`src/hdl/lrupr_pkg.sv`:
```
// Shared constants and result type for the LRU page replacement block.
package lrupr_pkg;

  // Default number of resident frames
  localparam int FRAMES_DEF = 4;

  // Page number width
  localparam int PAGE_W = 16;

  // Width of the reported frame index
  localparam int FRAME_IDX_W = 2;

  // One result of a page request
  typedef struct packed {
    logic                   fault;
    logic [FRAME_IDX_W-1:0] frame_index;
    logic                   evicted_valid;
    logic [PAGE_W-1:0]      evicted_page;
  } rsp_t;

endpackage

```
`src/hdl/lrupr_if.sv`:
```
// Valid/ready channels for page requests and replacement results.
interface lrupr_req_if;
  logic                        valid;
  logic                        ready;
  logic [lrupr_pkg::PAGE_W-1:0] page;

  modport source (output valid, output page, input ready);
  modport sink (input valid, input page, output ready);
endinterface

interface lrupr_rsp_if;
  logic                             valid;
  logic                             ready;
  logic                             fault;
  logic [lrupr_pkg::FRAME_IDX_W-1:0] frame_index;
  logic                             evicted_valid;
  logic [lrupr_pkg::PAGE_W-1:0]      evicted_page;

  modport source (output valid, output fault, output frame_index, output evicted_valid,
                  output evicted_page, input ready);
  modport sink (input valid, input fault, input frame_index, input evicted_valid,
                input evicted_page, output ready);
endinterface

```
`src/hdl/lru_page_replacement_top.sv`:
```
// Top level of the LRU page replacement block: sequencer and result register.
//
// Usage: page requests enter on the req channel (valid/ready, field page). Each
// request yields exactly one result on the rsp channel: fault, frame_index,
// evicted_valid and evicted_page (zero when nothing was evicted).
// The frame table (page and recency rank per frame) lives in one RAM with a
// registered read. A request runs a read pass over the filled frames to find
// a hit and the oldest frame, a decision state, then a read-modify-write pass
// that updates the ranks and the chosen frame. The next request is taken in
// the cycle after the result moves into the output register, so accesses to
// one entry never overlap.
// A finished result waits in the output register; the next request is
// accepted while it waits, and its own result holds until the register frees.
// Reset (rst, synchronous) empties the frame table: all frames are free and
// the RAM contents are not cleared, as the data of a free frame is never used.
module lru_page_replacement_top #(
  parameter int FRAMES = lrupr_pkg::FRAMES_DEF
) (
  input logic        clk,
  input logic        rst,
  lrupr_req_if.sink   req,
  lrupr_rsp_if.source rsp
);

  logic            res_valid;
  logic            res_room;
  lrupr_pkg::rsp_t res;
  lrupr_pkg::rsp_t out_q;
  logic            out_valid;

  lrupr_ctrl #(
    .FRAMES (FRAMES)
  ) u_ctrl (
    .clk       (clk),
    .rst       (rst),
    .in_valid  (req.valid),
    .in_ready  (req.ready),
    .in_page   (req.page),
    .res_valid (res_valid),
    .res_room  (res_room),
    .res       (res)
  );

  assign res_room = !out_valid || rsp.ready;

  // Hold the result until the receiver takes it
  always_ff @(posedge clk) begin
    if (rst) begin
      out_valid <= 1'b0;
    end else if (res_valid) begin
      out_valid <= 1'b1;
    end else if (rsp.ready) begin
      out_valid <= 1'b0;
    end
    if (res_valid) begin
      out_q <= res;
    end
  end

  assign rsp.valid         = out_valid;
  assign rsp.fault         = out_q.fault;
  assign rsp.frame_index   = out_q.frame_index;
  assign rsp.evicted_valid = out_q.evicted_valid;
  assign rsp.evicted_page  = out_q.evicted_page;

endmodule

```
`src/hdl/lrupr_ram.sv`:
```
// Generic single-port-write, single-port-read RAM with registered read data.
module lrupr_ram #(
  parameter int WIDTH = 8,
  parameter int DEPTH = 4
) (
  input  logic                     clk,
  input  logic                     we,
  input  logic [$clog2(DEPTH)-1:0] waddr,
  input  logic [WIDTH-1:0]         wdata,
  input  logic                     re,
  input  logic [$clog2(DEPTH)-1:0] raddr,
  output logic [WIDTH-1:0]         rdata
);

  logic [WIDTH-1:0] mem [DEPTH];

  // Write port
  always_ff @(posedge clk) begin
    if (we) begin
      mem[waddr] <= wdata;
    end
  end

  // Registered read port
  always_ff @(posedge clk) begin
    if (re) begin
      rdata <= mem[raddr];
    end
  end

endmodule

```
`src/hdl/lrupr_ctrl.sv`:
```
// Request sequencer: scans the frame table, picks the frame and writes back ranks.
module lrupr_ctrl #(
  parameter int FRAMES = lrupr_pkg::FRAMES_DEF
) (
  input  logic                         clk,
  input  logic                         rst,
  input  logic                         in_valid,
  output logic                         in_ready,
  input  logic [lrupr_pkg::PAGE_W-1:0] in_page,
  output logic                         res_valid,
  input  logic                         res_room,
  output lrupr_pkg::rsp_t              res
);

  localparam int IW  = $clog2(FRAMES);
  localparam int RW  = IW;
  localparam int CW  = $clog2(FRAMES + 1);
  localparam int PW  = lrupr_pkg::PAGE_W;
  localparam int WW  = PW + RW;
  localparam int FIW = lrupr_pkg::FRAME_IDX_W;

  typedef enum logic [4:0] {
    ST_IDLE   = 5'b00001,
    ST_SCAN   = 5'b00010,
    ST_DECIDE = 5'b00100,
    ST_UPDATE = 5'b01000,
    ST_DONE   = 5'b10000
  } state_t;

  state_t        state;
  logic [PW-1:0] page_q;
  logic [CW-1:0] filled;
  logic [CW-1:0] issue;
  logic [CW-1:0] limit;
  logic          rv;
  logic [IW-1:0] ridx;

  // Scan results
  logic          hit;
  logic [IW-1:0] hit_idx;
  logic [RW-1:0] hit_rank;
  logic          have_v;
  logic [IW-1:0] vic_idx;
  logic [RW-1:0] vic_rank;
  logic [PW-1:0] vic_page;

  // Decision for the write-back pass
  logic          fill_q;
  logic          was_valid;
  logic [IW-1:0] f_q;
  logic [RW-1:0] rf;
  logic          fault_q;
  logic          ev_q;
  logic [PW-1:0] ev_page_q;

  // Memory port
  logic          issue_go;
  logic          we;
  logic [WW-1:0] wdata;
  logic [WW-1:0] rdata;
  logic [PW-1:0] rd_page;
  logic [RW-1:0] rd_rank;
  logic [RW-1:0] new_rank;

  assign issue_go = ((state == ST_SCAN) || (state == ST_UPDATE)) && (issue < limit);
  assign rd_page  = rdata[WW-1:RW];
  assign rd_rank  = rdata[RW-1:0];

  // Age every valid frame that was newer than the touched one (every frame on a fill)
  always_comb begin
    if (ridx == f_q) begin
      new_rank = '0;
    end else if (!was_valid || (rd_rank < rf)) begin
      new_rank = rd_rank + RW'(1);
    end else begin
      new_rank = rd_rank;
    end
  end

  // The touched frame always holds the requested page after write-back
  assign wdata = (ridx == f_q) ? {page_q, new_rank} : {rd_page, new_rank};
  assign we    = rv && (state == ST_UPDATE);

  lrupr_ram #(
    .WIDTH (WW),
    .DEPTH (FRAMES)
  ) u_ram (
    .clk   (clk),
    .we    (we),
    .waddr (ridx),
    .wdata (wdata),
    .re    (issue_go),
    .raddr (issue[IW-1:0]),
    .rdata (rdata)
  );

  assign in_ready  = (state == ST_IDLE);
  assign res_valid = (state == ST_DONE) && res_room;
  assign res.fault         = fault_q;
  assign res.frame_index   = FIW'(f_q);
  assign res.evicted_valid = ev_q;
  assign res.evicted_page  = ev_page_q;

  // Read pipeline: the index of a read is registered alongside its data
  always_ff @(posedge clk) begin
    if (rst) begin
      rv <= 1'b0;
    end else begin
      rv <= issue_go;
    end
    ridx <= issue[IW-1:0];
  end

  // Sequencer
  always_ff @(posedge clk) begin
    if (rst) begin
      state  <= ST_IDLE;
      filled <= '0;
      issue  <= '0;
      hit    <= 1'b0;
      have_v <= 1'b0;
    end else begin
      if (issue_go) begin
        issue <= issue + CW'(1);
      end
      case (state)
        ST_IDLE: begin
          if (in_valid) begin
            page_q <= in_page;
            issue  <= '0;
            limit  <= filled;
            hit    <= 1'b0;
            have_v <= 1'b0;
            state  <= ST_SCAN;
          end
        end
        ST_SCAN: begin
          if (rv) begin
            // Take the first match and the oldest frame, lowest index on ties
            if (!hit && (rd_page == page_q)) begin
              hit      <= 1'b1;
              hit_idx  <= ridx;
              hit_rank <= rd_rank;
            end
            if (!have_v || (rd_rank > vic_rank)) begin
              have_v   <= 1'b1;
              vic_idx  <= ridx;
              vic_rank <= rd_rank;
              vic_page <= rd_page;
            end
          end
          if (!issue_go && !rv) begin
            state <= ST_DECIDE;
          end
        end
        ST_DECIDE: begin
          issue <= '0;
          state <= ST_UPDATE;
          if (hit) begin
            f_q       <= hit_idx;
            was_valid <= 1'b1;
            rf        <= hit_rank;
            fault_q   <= 1'b0;
            ev_q      <= 1'b0;
            ev_page_q <= '0;
            fill_q    <= 1'b0;
            limit     <= filled;
          end else if (filled < CW'(FRAMES)) begin
            // Fill the next free frame in order
            f_q       <= filled[IW-1:0];
            was_valid <= 1'b0;
            rf        <= '0;
            fault_q   <= 1'b1;
            ev_q      <= 1'b0;
            ev_page_q <= '0;
            fill_q    <= 1'b1;
            limit     <= filled + CW'(1);
          end else begin
            // Replace the least recently used frame
            f_q       <= vic_idx;
            was_valid <= 1'b1;
            rf        <= vic_rank;
            fault_q   <= 1'b1;
            ev_q      <= 1'b1;
            ev_page_q <= vic_page;
            fill_q    <= 1'b0;
            limit     <= filled;
          end
        end
        ST_UPDATE: begin
          if (!issue_go && !rv) begin
            state <= ST_DONE;
          end
        end
        ST_DONE: begin
          if (res_room) begin
            if (fill_q) begin
              filled <= filled + CW'(1);
            end
            state <= ST_IDLE;
          end
        end
        default: begin
          state <= ST_IDLE;
        end
      endcase
    end
  end

endmodule
```
`src/flat_wrapper.sv`:
```
// flat-port wrapper written by rule: the top's interface ports become plain ports
module lru_page_replacement_top_flat 
#(
  parameter int FRAMES = lrupr_pkg::FRAMES_DEF
)
  (clk, rst, req_valid, req_page, req_ready, rsp_valid, rsp_fault, rsp_frame_index, rsp_evicted_valid, rsp_evicted_page, rsp_ready);
  lrupr_req_if req_i ();
  lrupr_rsp_if rsp_i ();
  input logic clk;
  input logic rst;
  input wire logic [$bits(req_i.valid)-1:0] req_valid;
  input wire logic [$bits(req_i.page)-1:0] req_page;
  output wire logic [$bits(req_i.ready)-1:0] req_ready;
  output wire logic [$bits(rsp_i.valid)-1:0] rsp_valid;
  output wire logic [$bits(rsp_i.fault)-1:0] rsp_fault;
  output wire logic [$bits(rsp_i.frame_index)-1:0] rsp_frame_index;
  output wire logic [$bits(rsp_i.evicted_valid)-1:0] rsp_evicted_valid;
  output wire logic [$bits(rsp_i.evicted_page)-1:0] rsp_evicted_page;
  input wire logic [$bits(rsp_i.ready)-1:0] rsp_ready;
  assign req_i.valid = req_valid;
  assign req_i.page = req_page;
  assign req_ready = req_i.ready;
  assign rsp_valid = rsp_i.valid;
  assign rsp_fault = rsp_i.fault;
  assign rsp_frame_index = rsp_i.frame_index;
  assign rsp_evicted_valid = rsp_i.evicted_valid;
  assign rsp_evicted_page = rsp_i.evicted_page;
  assign rsp_i.ready = rsp_ready;
  lru_page_replacement_top #(.FRAMES(FRAMES)) u_core (.clk(clk), .rst(rst), .req(req_i), .rsp(rsp_i));
endmodule
```
`config.mk`:
```
export PLATFORM = sky130hd
export DESIGN_NAME = lru_page_replacement_top_flat
export DESIGN_NICKNAME = d
export VERILOG_FILES = /design/src/hdl/lrupr_pkg.sv /design/src/hdl/lrupr_if.sv /design/src/hdl/lru_page_replacement_top.sv /design/src/hdl/lrupr_ram.sv /design/src/hdl/lrupr_ctrl.sv /design/src/flat_wrapper.sv
export SDC_FILE = /design/constraint.sdc
export NUM_CORES = 1
export LEC_CHECK = 0
export BUFFER_PORTS_ARGS = -buffer_cell sky130_fd_sc_hd__buf_2
export CORE_UTILIZATION = 40
export DETAILED_ROUTE_END_ITERATION = 12
export GPL_TIMING_DRIVEN = 0
export SYNTH_ARGS = -nofsm -noshare
export SYNTH_HDL_FRONTEND = slang
export SYNTH_SLANG_ARGS = --single-unit
```
`constraint.sdc`:
```
create_clock -name clk -period 4.6 [get_ports clk]
set_clock_uncertainty 0.05 [all_clocks]
set_input_delay 0.69 -clock clk [delete_from_list [all_inputs] [get_ports clk]]
set_output_delay 0.69 -clock clk [all_outputs]
set_load 0.1 [all_outputs]
```
# After elaboration in Yosys (flattened, before gate mapping)

Memory sizes are Yosys's and may differ from the RTL's. A register that Yosys moved wholly into a read port is not among the register bits.
Cells that the tools add are included.

Input port bits: 20
Word-level logic and storage cells: 110
Memories kept: 1
Output and inout port bits: 22
Bits in registers: 104
ROM bits: 0
RAM bits: 72
Latch bits: 0

Multipliers: 0
Add/subtract/negate cells: 3
Shift operators: 0
Mux-type cells: 33
Reduce and logical (&&, ||, !) cells: 28
Divide/modulo/power cells: 0
Eq/ne operators: 14
Bitwise gates (word level): 1
Order comparisons: 4

Memories:

| name                    | depth | bits a word | rd ports | clocked after Yosys merged registers in | write ports | RTL line        | RTL |
|---|---|---|---|---|---|---|---|
| u_core.u_ctrl.u_ram.mem | 4     | 18          | 1        | 1                                       | 1           | lrupr_ram.sv:15 | `logic [WIDTH-1:0] mem [DEPTH];` |

Operators by type and width:

| cell                                                | number |
|---|---|
| one-hot mux 5 bit (5 select lines)                  | 1 |
| two-way mux 5 bit                                   | 4 |
| AND reduction 4 bit                                 | 5 |
| two-way mux 18 bit                                  | 1 |
| equality test 16 bit                                | 1 |
| two-way mux 3 bit                                   | 5 |
| two-way mux 1 bit                                   | 12 |
| two-way mux 2 bit                                   | 6 |
| one-hot mux 3 bit (2 select lines)                  | 2 |
| AND reduction 3 bit                                 | 3 |
| != test 2 x 1 -> 1 bit, second input constant       | 4 |
| adder 3 x 1 -> 3 bit, second input constant         | 2 |
| logical NOT 1 bit                                   | 6 |
| != test 2 bit, second input constant                | 3 |
| nonzero test 2 bit                                  | 3 |
| equality test 5 x 1 -> 1 bit, second input constant | 1 |
| equality test 5 x 2 -> 1 bit, second input constant | 1 |
| equality test 5 x 3 -> 1 bit, second input constant | 1 |
| equality test 5 x 4 -> 1 bit, second input constant | 1 |
| equality test 5 bit, second input constant          | 1 |
| logical AND 1 bit                                   | 5 |
| logical OR 1 bit                                    | 4 |
| one-hot mux 1 bit (2 select lines)                  | 2 |
| less-than comparator 3 bit                          | 1 |
| other kinds (8)                                     | 8 |

# Logic depth before layout (Yosys ltp)

Gate-level depths: netlist of the first run.

Depth in word-level cells: 7
Depth in mapped cells: 7
Mapped depth without buffers: 7

# Modules after synthesis

A second synthesis of the first run with hierarchy kept.

Cells, all modules: 400
Area, all modules: 7437.1 µm²

By module, submodules not included:

| module                   | seq. area each (µm²) | area an instance (µm²) | cells an instance | instances |
|---|---|---|---|---|
| lrupr_ctrl               | 2332.2               | 3579.7                 | 260               | 1 |
| lrupr_ram                | 2702.6               | 3210.6                 | 116               | 1 |
| lru_page_replacement_top | 620.6                | 646.9                  | 24                | 1 |

# Least setup slack after synthesis of the first run

Ideal clock, no wire load.

Path kind: register to register
Start point: register u_core.u_ctrl.state[3]
End point: register u_core.u_ctrl.page_q[0] (enable)
Period minus slack after synthesis: 3301 ps
Slack: 1299 ps
Path buffers: 1
Required time: 4161 ps
Data arrival time: 2863 ps
Cell stages (with the launch flop): 7
Library setup time: 389 ps
Cells stage by stage: dfxtp_1 buf_2 nor2_2 nand2_1 nor3_2 nand2_1 nor2_1

Longest elaborated chain between the ends: 2

Ends and longest elaborated chain:

| element                       | RTL line           | RTL |
|---|---|---|
| start: declaration            | lrupr_ctrl.sv:30   | `state_t state;` |
| start signal: assignment      | lrupr_ctrl.sv:117  | `state <= ST_IDLE;` |
| start signal: assignment      | lrupr_ctrl.sv:134  | `state <= ST_SCAN;` |
| start signal: assignment      | lrupr_ctrl.sv:153  | `state <= ST_DECIDE;` |
| equality test 5 x 1 -> 1 bit  | n/a                |  |
| via req_ready                 | flat_wrapper.sv:13 | `output wire logic [$bits(req_i.ready)-1:0] req_ready;` |
| AND reduction 3 bit (no line) | n/a                |  |
| end signal: assignment        | lrupr_ctrl.sv:129  | `page_q <= in_page;` |
| end: declaration              | lrupr_ctrl.sv:31   | `logic [PW-1:0] page_q;` |

The timed path passes the listed nets, and every way through them passes these cells.
A chain may end at the register's enable or synchronous reset.

# Final worst setup path of the first run

Start point: register u_core.u_ctrl.state[3]
End point: output req_ready

Longest elaborated chain between the ends: 1

Ends and longest elaborated chain:

| element                      | RTL line           | RTL |
|---|---|---|
| equality test 5 x 1 -> 1 bit | lrupr_ctrl.sv:97   | `assign in_ready = (state == ST_IDLE);` |
| end: declaration             | flat_wrapper.sv:13 |  |

Every way passes these cells.

==> results.tsv, run 1 <==
stage	metric	value	unit
route	ant_nets	0	
placement	portBuffers	41	
power_and_ir_drop	powerDensity	400	nW/um2
critical_path	slowest_delay	0.49	ns
global_routing	grt_overflow	0	
critical_path	critical-path-top-delay-family	buffers and inverters	
route	drt_iter0_drc	249	
critical_path	cp-start-kind	flip-flop	
timing	rsz0062_at_grt	no	
synthesis	yosys.area.top_type_share	71.8	%
run	maxCapViolCount	0	
timing	final_max_slew_viol_count	0	
route	drc	0	
global_routing	track_usage	14.4	%
route	vias	3552	
hold_path	min_path_cells	0	
clock_network	clock_path_buffers	2	
final_layout	diodes	0	
synthesis	yosysTopAreaCell	edfxtp_1	
timing	period_needed	2.70	ns
global_routing	antenna_found_initial	0	
global_routing	grt_pass1_vias	3691	
synthesis	ys_warn_count	0	
critical_path	r2r-end	u_core.u_ctrl.u_ram.mem[3][4]$_DFFE_PP_	
hold_path	holdPathEnd	u_core.u_ctrl.ridx[1]$_DFF_P_	
synthesis	synth-edff-count	177	
clock_network	htreeDepth	4	
synthesis	synthMuxAreaShare	8.93	%
final_layout	nets	497	
timing	setup_viol	0	
timing	tightest_slew	1.06	ns
final_layout	fillCellCount	1525	
synthesis	synth_area	7400	um2
route	dr.pass1.iters	4	
critical_path	crit_top_cell	buf_2	
synthesis	synth_cell_types	49	
hold_path	min_from	u_core.u_ctrl.issue[1]$_SDFF_PP0_	
timing	hold_violations	0	
clock_network	cts_resized	0	
floorplanning	start_util	41.1	%
synthesis	synthArstFlopShare	0	%
clock_network	cts.reportedPaths.clkPinSlew	0.07	ns
power_and_ir_drop	leakage	0.00301	uW
synthesis	synth-compound-area-share	2.27	%
clock_network	cts_root_buffer	clkbuf_16	
timing	fmax	370	MHz
synthesis	yosysMostFrequentCell	edfxtp_1	
critical_path	reg2reg_slack	2.27	ns
critical_path	rr_startpoint	u_core.u_ctrl.state[1]$_SDFFE_PP0P_	
critical_path	cp.required	3.86	ns
synthesis	synthAdderAreaFrac	1.35	%
clock_network	tritoncts	built	
synthesis	synth_commonest_cells	edfxtp_1, nor2_1, and3_1, mux4_2, dfxtp_1	
clock_network	clock_latency	0.43	ns
timing	setup_ws	1.90	ns
floorplanning	coreArea	18000	um2
clock_network	cts_buffers	17	
synthesis	ys_top_cells_by_area	edfxtp_1, mux4_2, dfxtp_1, xor2_1, and3_1	
synthesis	syn_nets	430	
timing	relSlewSlack	29.4	%
global_routing	grt_max_degree	23	
critical_path	critPathKind	reg -> out	
hold_path	hold_path.class	reg -> reg	
floorplanning	placement_rows	49	
route	avgViaCountPerCell	5.00	
critical_path	critPathSlowestCell	buf_2	
floorplanning	dieArea	19000	um2
synthesis	synth_cells	402	
timing	whs	0.353	ns
critical_path	cp_num_buf_inv	2	
floorplanning	num_io_pins	42	
floorplanning	die_h	138	um
power_and_ir_drop	peakVddDrop	0.280	mV
clock_network	hold_buffers	0	
route	routed_wl	12500	um
placement	place_hpwl	8510	um
placement	place.gp.congestion	0.735	
synthesis	synth_xor_area_share	3.06	%
placement	pre_cts_slack	2.24	ns
final_layout	area_growth	16.0	%
route	wl_per_cell	17.5	um
clock_network	postCtsSetupBuffers	0	
global_routing	grt_pass1_wl	20400	um
synthesis	synth_top_family_by_area	multiplexers	
synthesis	synthSimpleGateAreaFrac	6.37	%
clock_network	cts_num_sinks	194	
synthesis	synth_seq_area_share	76.4	%
critical_path	worst_r2r_path_depth	5	
synthesis	synth-seq-cells	194	
floorplanning	die_w	138	um
final_layout	drive_gt1_share	26.3	%
timing	min_period_over_period	58.7	%
critical_path	path_cells	buf_2 -> nor2_2 -> nand2_1 -> nor3_2 -> buf_2	
outcome	status	completed	
critical_path	crit_fanout	8	
timing	tns	0	ns
synthesis	avgSynthCellArea	18.4	um2
critical_path	cp-end-kind	output pin	
critical_path	worstPathArrival	1.96	ns
synthesis	ys.flop_type	edfxtp_1	
-- layout by cell type, fill, tap and decap left out, types with 7 or more instances in the layout --
| master | Yosys | routed |
|---|---|---|
| ha_1 | 8 | 8 |
| xnor2_1 | 8 | 8 |
| xor2_1 | 16 | 16 |
| dfxtp_1 | 17 | 17 |
| mux2_2 | 7 | 7 |
| a21oi_1 | 8 | 7 |
| nand2_1 | 12 | 12 |
| clkbuf_16 | 0 | 17 |
| mux2_1 | 9 | 9 |
| and3_1 | 18 | 18 |
| buf_2 | 2 | 43 |
| inv_1 | 14 | 14 |
| edfxtp_1 | 177 | 177 |
| mux4_2 | 18 | 18 |
| nor2_1 | 19 | 14 |
-- cell families (layout without fill, tap and decap cells) --
| group | Yosys count | count (layout) |
|---|---|---|
| fa+ha+maj | 8 | 8 |
| mux | 41 | 41 |
| xor+xnor | 25 | 25 |
| simple gates | 82 | 82 |
| buf+inv | 26 | 106 |
| compound gates | 26 | 26 |
| flops | 194 | 194 |
-- how the worst max path moves through the flow --
stage	cells after the start	start	end	slack [ns]
after floorplan	6	u_core.u_ctrl.state[3]$_SDFFE_PP0P_	u_core.u_ctrl.page_q[0]$_DFFE_PP_	1.30
after global placement	5	u_core.u_ctrl.state[1]$_SDFFE_PP0P_	u_core.u_ctrl.u_ram.mem[0][4]$_DFFE_PP_	0.45
after detailed placement	5	u_core.u_ctrl.state[1]$_SDFFE_PP0P_	u_core.u_ctrl.u_ram.mem[3][4]$_DFFE_PP_	2.24
after CTS	5	u_core.u_ctrl.state[3]$_SDFFE_PP0P_	req_ready	1.92
after global routing	5	u_core.u_ctrl.state[3]$_SDFFE_PP0P_	req_ready	1.84
final	5	u_core.u_ctrl.state[3]$_SDFFE_PP0P_	req_ready	1.90
-- flip-flops by register name, summed over array words and instances, names as in the netlist, 3 cells and up --
signal	flops
u_core.u_ctrl.issue	3
u_core.u_ctrl.filled	3
u_core.u_ctrl.state	5
u_core.u_ctrl.vic_page	16
u_core.u_ctrl.u_ram.rdata	18
u_core.u_ctrl.page_q	16
u_core.u_ctrl.u_ram.mem	72
u_core.u_ctrl.limit	3
u_core.u_ctrl.ev_page_q	16
u_core.rsp.evicted_page	16
-- stage by stage --
stage          std cells  utilization [%]  instance area, um2  power, uW
2_1_floorplan        402                -                7400       2040
3_3_place_gp         672             43.8                7890       2070
3_5_place_dp         679             44.5                8020       2070
4_1_cts              711             47.6                8590       3470
5_1_grt              711             47.6                8590       3540
6_report             711             47.6                8590       3430
-- power breakdown --
part	internal [uW]	total (uW)	leakage, uW	switching (uW)
registers	1920	1940	0.00174	14.2
logic	36.4	96.7	0.000999	60.3
clock network	751	1400	0.000266	646
total	2710	3430	0.00301	721
-- layout make-up --
class / count / area, um2 / share of cell area (%)
flip-flops and latches: 194 / 5660 / 65.9
repair buffers: 48 / 315 / 3.67
inverters: 14 / 52.6 / 0.612
clock buffers: 17 / 425 / 4.95
plain buffers: 12 / 66.3 / 0.772
well taps: 229 / 287 / 3.34
multi-input cells: 182 / 1650 / 19.2
clock inverters: 15 / 138 / 1.60
-- routing by layer --
| layer | GRT usage, % | vias to the layer above | wire length, um |
|---|---|---|---|
| li1 | - | 1684 | - |
| met1 | 18.7 | 1773 | 5480 |
| met2 | 23.2 | 84 | 6280 |
| met3 | 3.36 | 11 | 520 |
| met4 | 6.30 | 0 | 174 |
| met5 | 0 | - | 0 |
Power figures use the tool's default switching activity.
==> inputs of run 2 (changes only) <==
==> constraint.sdc (replaced) <==
create_clock -name clk -period 2.3 [get_ports clk]
set_clock_uncertainty 0.05 [all_clocks]
set_input_delay 0.345 -clock clk [delete_from_list [all_inputs] [get_ports clk]]
set_output_delay 0.345 -clock clk [all_outputs]
set_load 0.1 [all_outputs]
==> results.tsv, run 2 (synthesized netlist as in run 1, its figures left out) <==
stage	metric	value	unit	change
outcome	status	completed		
timing	rsz0062_at_grt	no		
route	wl_per_cell	17.9	um	+2.4%
clock_network	htreeDepth	4		unchanged
final_layout	diodes	0		unchanged
route	routed-wl-met3	474	um	-8.8%
final_layout	final_util	47.8	%	+0.19 points
hold_path	holdPathEnd	u_core.u_ctrl.page_q[13]$_DFFE_PP_		
final_layout	multiInputGateArea	1680	um2	+2.2%
route	wl_met2	6350	um	+1.2%
route	ant_nets	0		unchanged
clock_network	cts_num_sinks	194		unchanged
critical_path	critPathKind	reg -> out		
power_and_ir_drop	combPwrFrac	2.8	%	about the same
critical_path	cp-start-kind	flip-flop		
clock_network	clock_path_buffers	2		unchanged
timing	min_period_over_period	95.1	%	
clock_network	postCtsSetupBuffers	0		unchanged
timing	period_needed	2.19	ns	
clock_network	hold_buffers	0		unchanged
critical_path	cp.required	1.90	ns	-1.96 ns
final_layout	nets	494		-0.60%
hold_path	min_from	req_page[13]		
clock_network	clock_latency	0.43	ns	about the same
hold_path	hold_path.class	in -> reg		
clock_network	cts_buffers	17		unchanged
run	maxCapViolCount	0		unchanged
power_and_ir_drop	seqPwrFrac	56.0	%	-0.5 points
route	wl_met1	5650	um	+3.0%
floorplanning	placement_rows	49		unchanged
route	dr.pass1.iters	6		+2
clock_network	tritoncts	built		
hold_path	min_path_cells	1		+1
critical_path	crit_fanout	8		unchanged
timing	whs	0.0292	ns	-0.324 ns
floorplanning	coreArea	18000	um2	unchanged
critical_path	rr_startpoint	u_core.u_ctrl.u_ram.rdata[1]$_DFFE_PP_		
power_and_ir_drop	peakVddDrop	0.562	mV	+100%
floorplanning	die_h	138	um	unchanged
global_routing	track_usage	14.5	%	+0.065 points
power_and_ir_drop	powerDensity	803	nW/um2	+100%
final_layout	regArea	5660	um2	unchanged
floorplanning	dieArea	19000	um2	unchanged
critical_path	cp-end-kind	output pin		
placement	place.gp.congestion	0.815		+11%
timing	relSlewSlack	37.1	%	+7.7 points
global_routing	grt_max_degree	23		unchanged
final_layout	mostFrequentLayoutCells	edfxtp_1, buf_2, mux4_2		
route	drt_iter0_drc	296		+19%
floorplanning	num_io_pins	42		unchanged
global_routing	grt_pass1_vias	3603		-2.4%
route	drc	0		unchanged
power_and_ir_drop	leakage	0.00301	uW	about the same
timing	fmax	457	MHz	
placement	place_hpwl	8680	um	+2.0%
critical_path	reg2reg_slack	0.16	ns	-2.11 ns
final_layout	drive_gt1_share	25.9	%	-0.41 points
timing	final_max_slew_viol_count	0		unchanged
timing	tightest_slew	0.942	ns	-0.117 ns
timing	setup_ws	0.113	ns	-1.78 ns
clock_network	cts.reportedPaths.clkPinSlew	0.07	ns	about the same
clock_network	cts_root_buffer	clkbuf_16		
route	vias	3558		+0.17%
floorplanning	start_util	41.1	%	unchanged
final_layout	fillCellCount	1519		-0.39%
route	avgViaCountPerCell	5.03		+0.74%
final_layout	final_common_cell	edfxtp_1		
critical_path	worst_r2r_path_depth	4		-1
critical_path	r2r-end	u_core.u_ctrl.vic_page[1]$_DFFE_PP_		
critical_path	worstPathArrival	1.79	ns	-0.17 ns
timing	setup_viol	0		unchanged
final_layout	reg.largest.list	u_core.u_ctrl.u_ram.mem x72, u_core.u_ctrl.u_ram.rdata x18		
floorplanning	die_w	138	um	unchanged
global_routing	antenna_found_initial	0		unchanged
power_and_ir_drop	p_sw_share	20.3	%	-0.65 points
power_and_ir_drop	clkPwrFrac	41.2	%	+0.5 points
global_routing	grt_pass1_wl	20300	um	-0.44%
final_layout	regMostFlops	u_core.u_ctrl.u_ram.mem		
route	routed_wl	12700	um	+1.8%
power_and_ir_drop	p_sw	1410	uW	+96%
power_and_ir_drop	p_int	5510	uW	+100%
route	top_layer	met4		
timing	hold_violations	0		unchanged
final_layout	largest_reg_flops	72		unchanged
global_routing	grt_overflow	0		unchanged
timing	tns	0	ns	unchanged
final_layout	area_growth	16.5	%	
placement	portBuffers	41		unchanged
placement	pre_cts_slack	-0.0956	ns	-2.34 ns
[run 2: through the flow]
stage               instances  total power [uW]  area, um2
detailed placement        676              4150       8050
global route              707              7150       8620
CTS                       707              6980       8620
floorplan                 402              4090       7440
finish                    707              6920       8620
global placement          672              4140       7930
[run 2: routing by layer]
metal / GRT usage [%] / vias up
met4: 6.25 / 0
met3: 3.01 / 16
met1: 19.2 / 1793
li1: - / 1673
met2: 23.1 / 76
met5: 0 / -
[run 2: timing repair]
item / CTS / global route
setup endpoints to repair: 38 / 1
gates resized for setup: 2 / 1
pin swaps: 0 / 0
[run 2: worst max-delay path by stage]
stage                                                       from                                       to  slack, ns  depth (start not counted)
after CTS                    u_core.u_ctrl.state[3]$_SDFFE_PP0P_                                req_ready       0.01                          5
after detailed placement  u_core.u_ctrl.u_ram.rdata[1]$_DFFE_PP_      u_core.u_ctrl.vic_page[5]$_DFFE_PP_       -0.1                          4
after floorplan              u_core.u_ctrl.state[3]$_SDFFE_PP0P_        u_core.u_ctrl.page_q[0]$_DFFE_PP_      -0.12                          6
after global routing         u_core.u_ctrl.state[3]$_SDFFE_PP0P_                                req_ready       0.03                          5
final                        u_core.u_ctrl.state[3]$_SDFFE_PP0P_                                req_ready       0.11                          5
after global placement       u_core.u_ctrl.state[1]$_SDFFE_PP0P_  u_core.u_ctrl.u_ram.mem[1][5]$_DFFE_PP_      -0.60                          6
[run 2: critical path, cell delays in order, from the launching register on]
cell and delay [ns]:
dfxtp_1 0.31, buf_6 0.13, nor2_4 0.16, nand2_2 0.10, nor3_4 0.27, clkbuf_4 0.38
[run 2: power groups by stage]
stage	clock network, uW	logic, uW	registers [uW]
final	2850	197	3880
after global routing	3060	217	3880
after CTS	2910	199	3880
after global placement	0	191	3950
after floorplan	0	144	3940
after detailed placement	0	198	3950
[run 2: area by class of cell]
| cell class | instances | area share [%] |
|---|---|---|
| Sequential cell | 194 | 65.6 |
| Clock buffer | 17 | 4.93 |
| Inverter | 14 | 0.610 |
| Timing Repair Buffer | 45 | 3.54 |
| Clock inverter | 14 | 1.61 |
| Buffer | 12 | 0.842 |
| Tap cell | 229 | 3.32 |
| Multi-Input combinational cell | 182 | 19.5 |
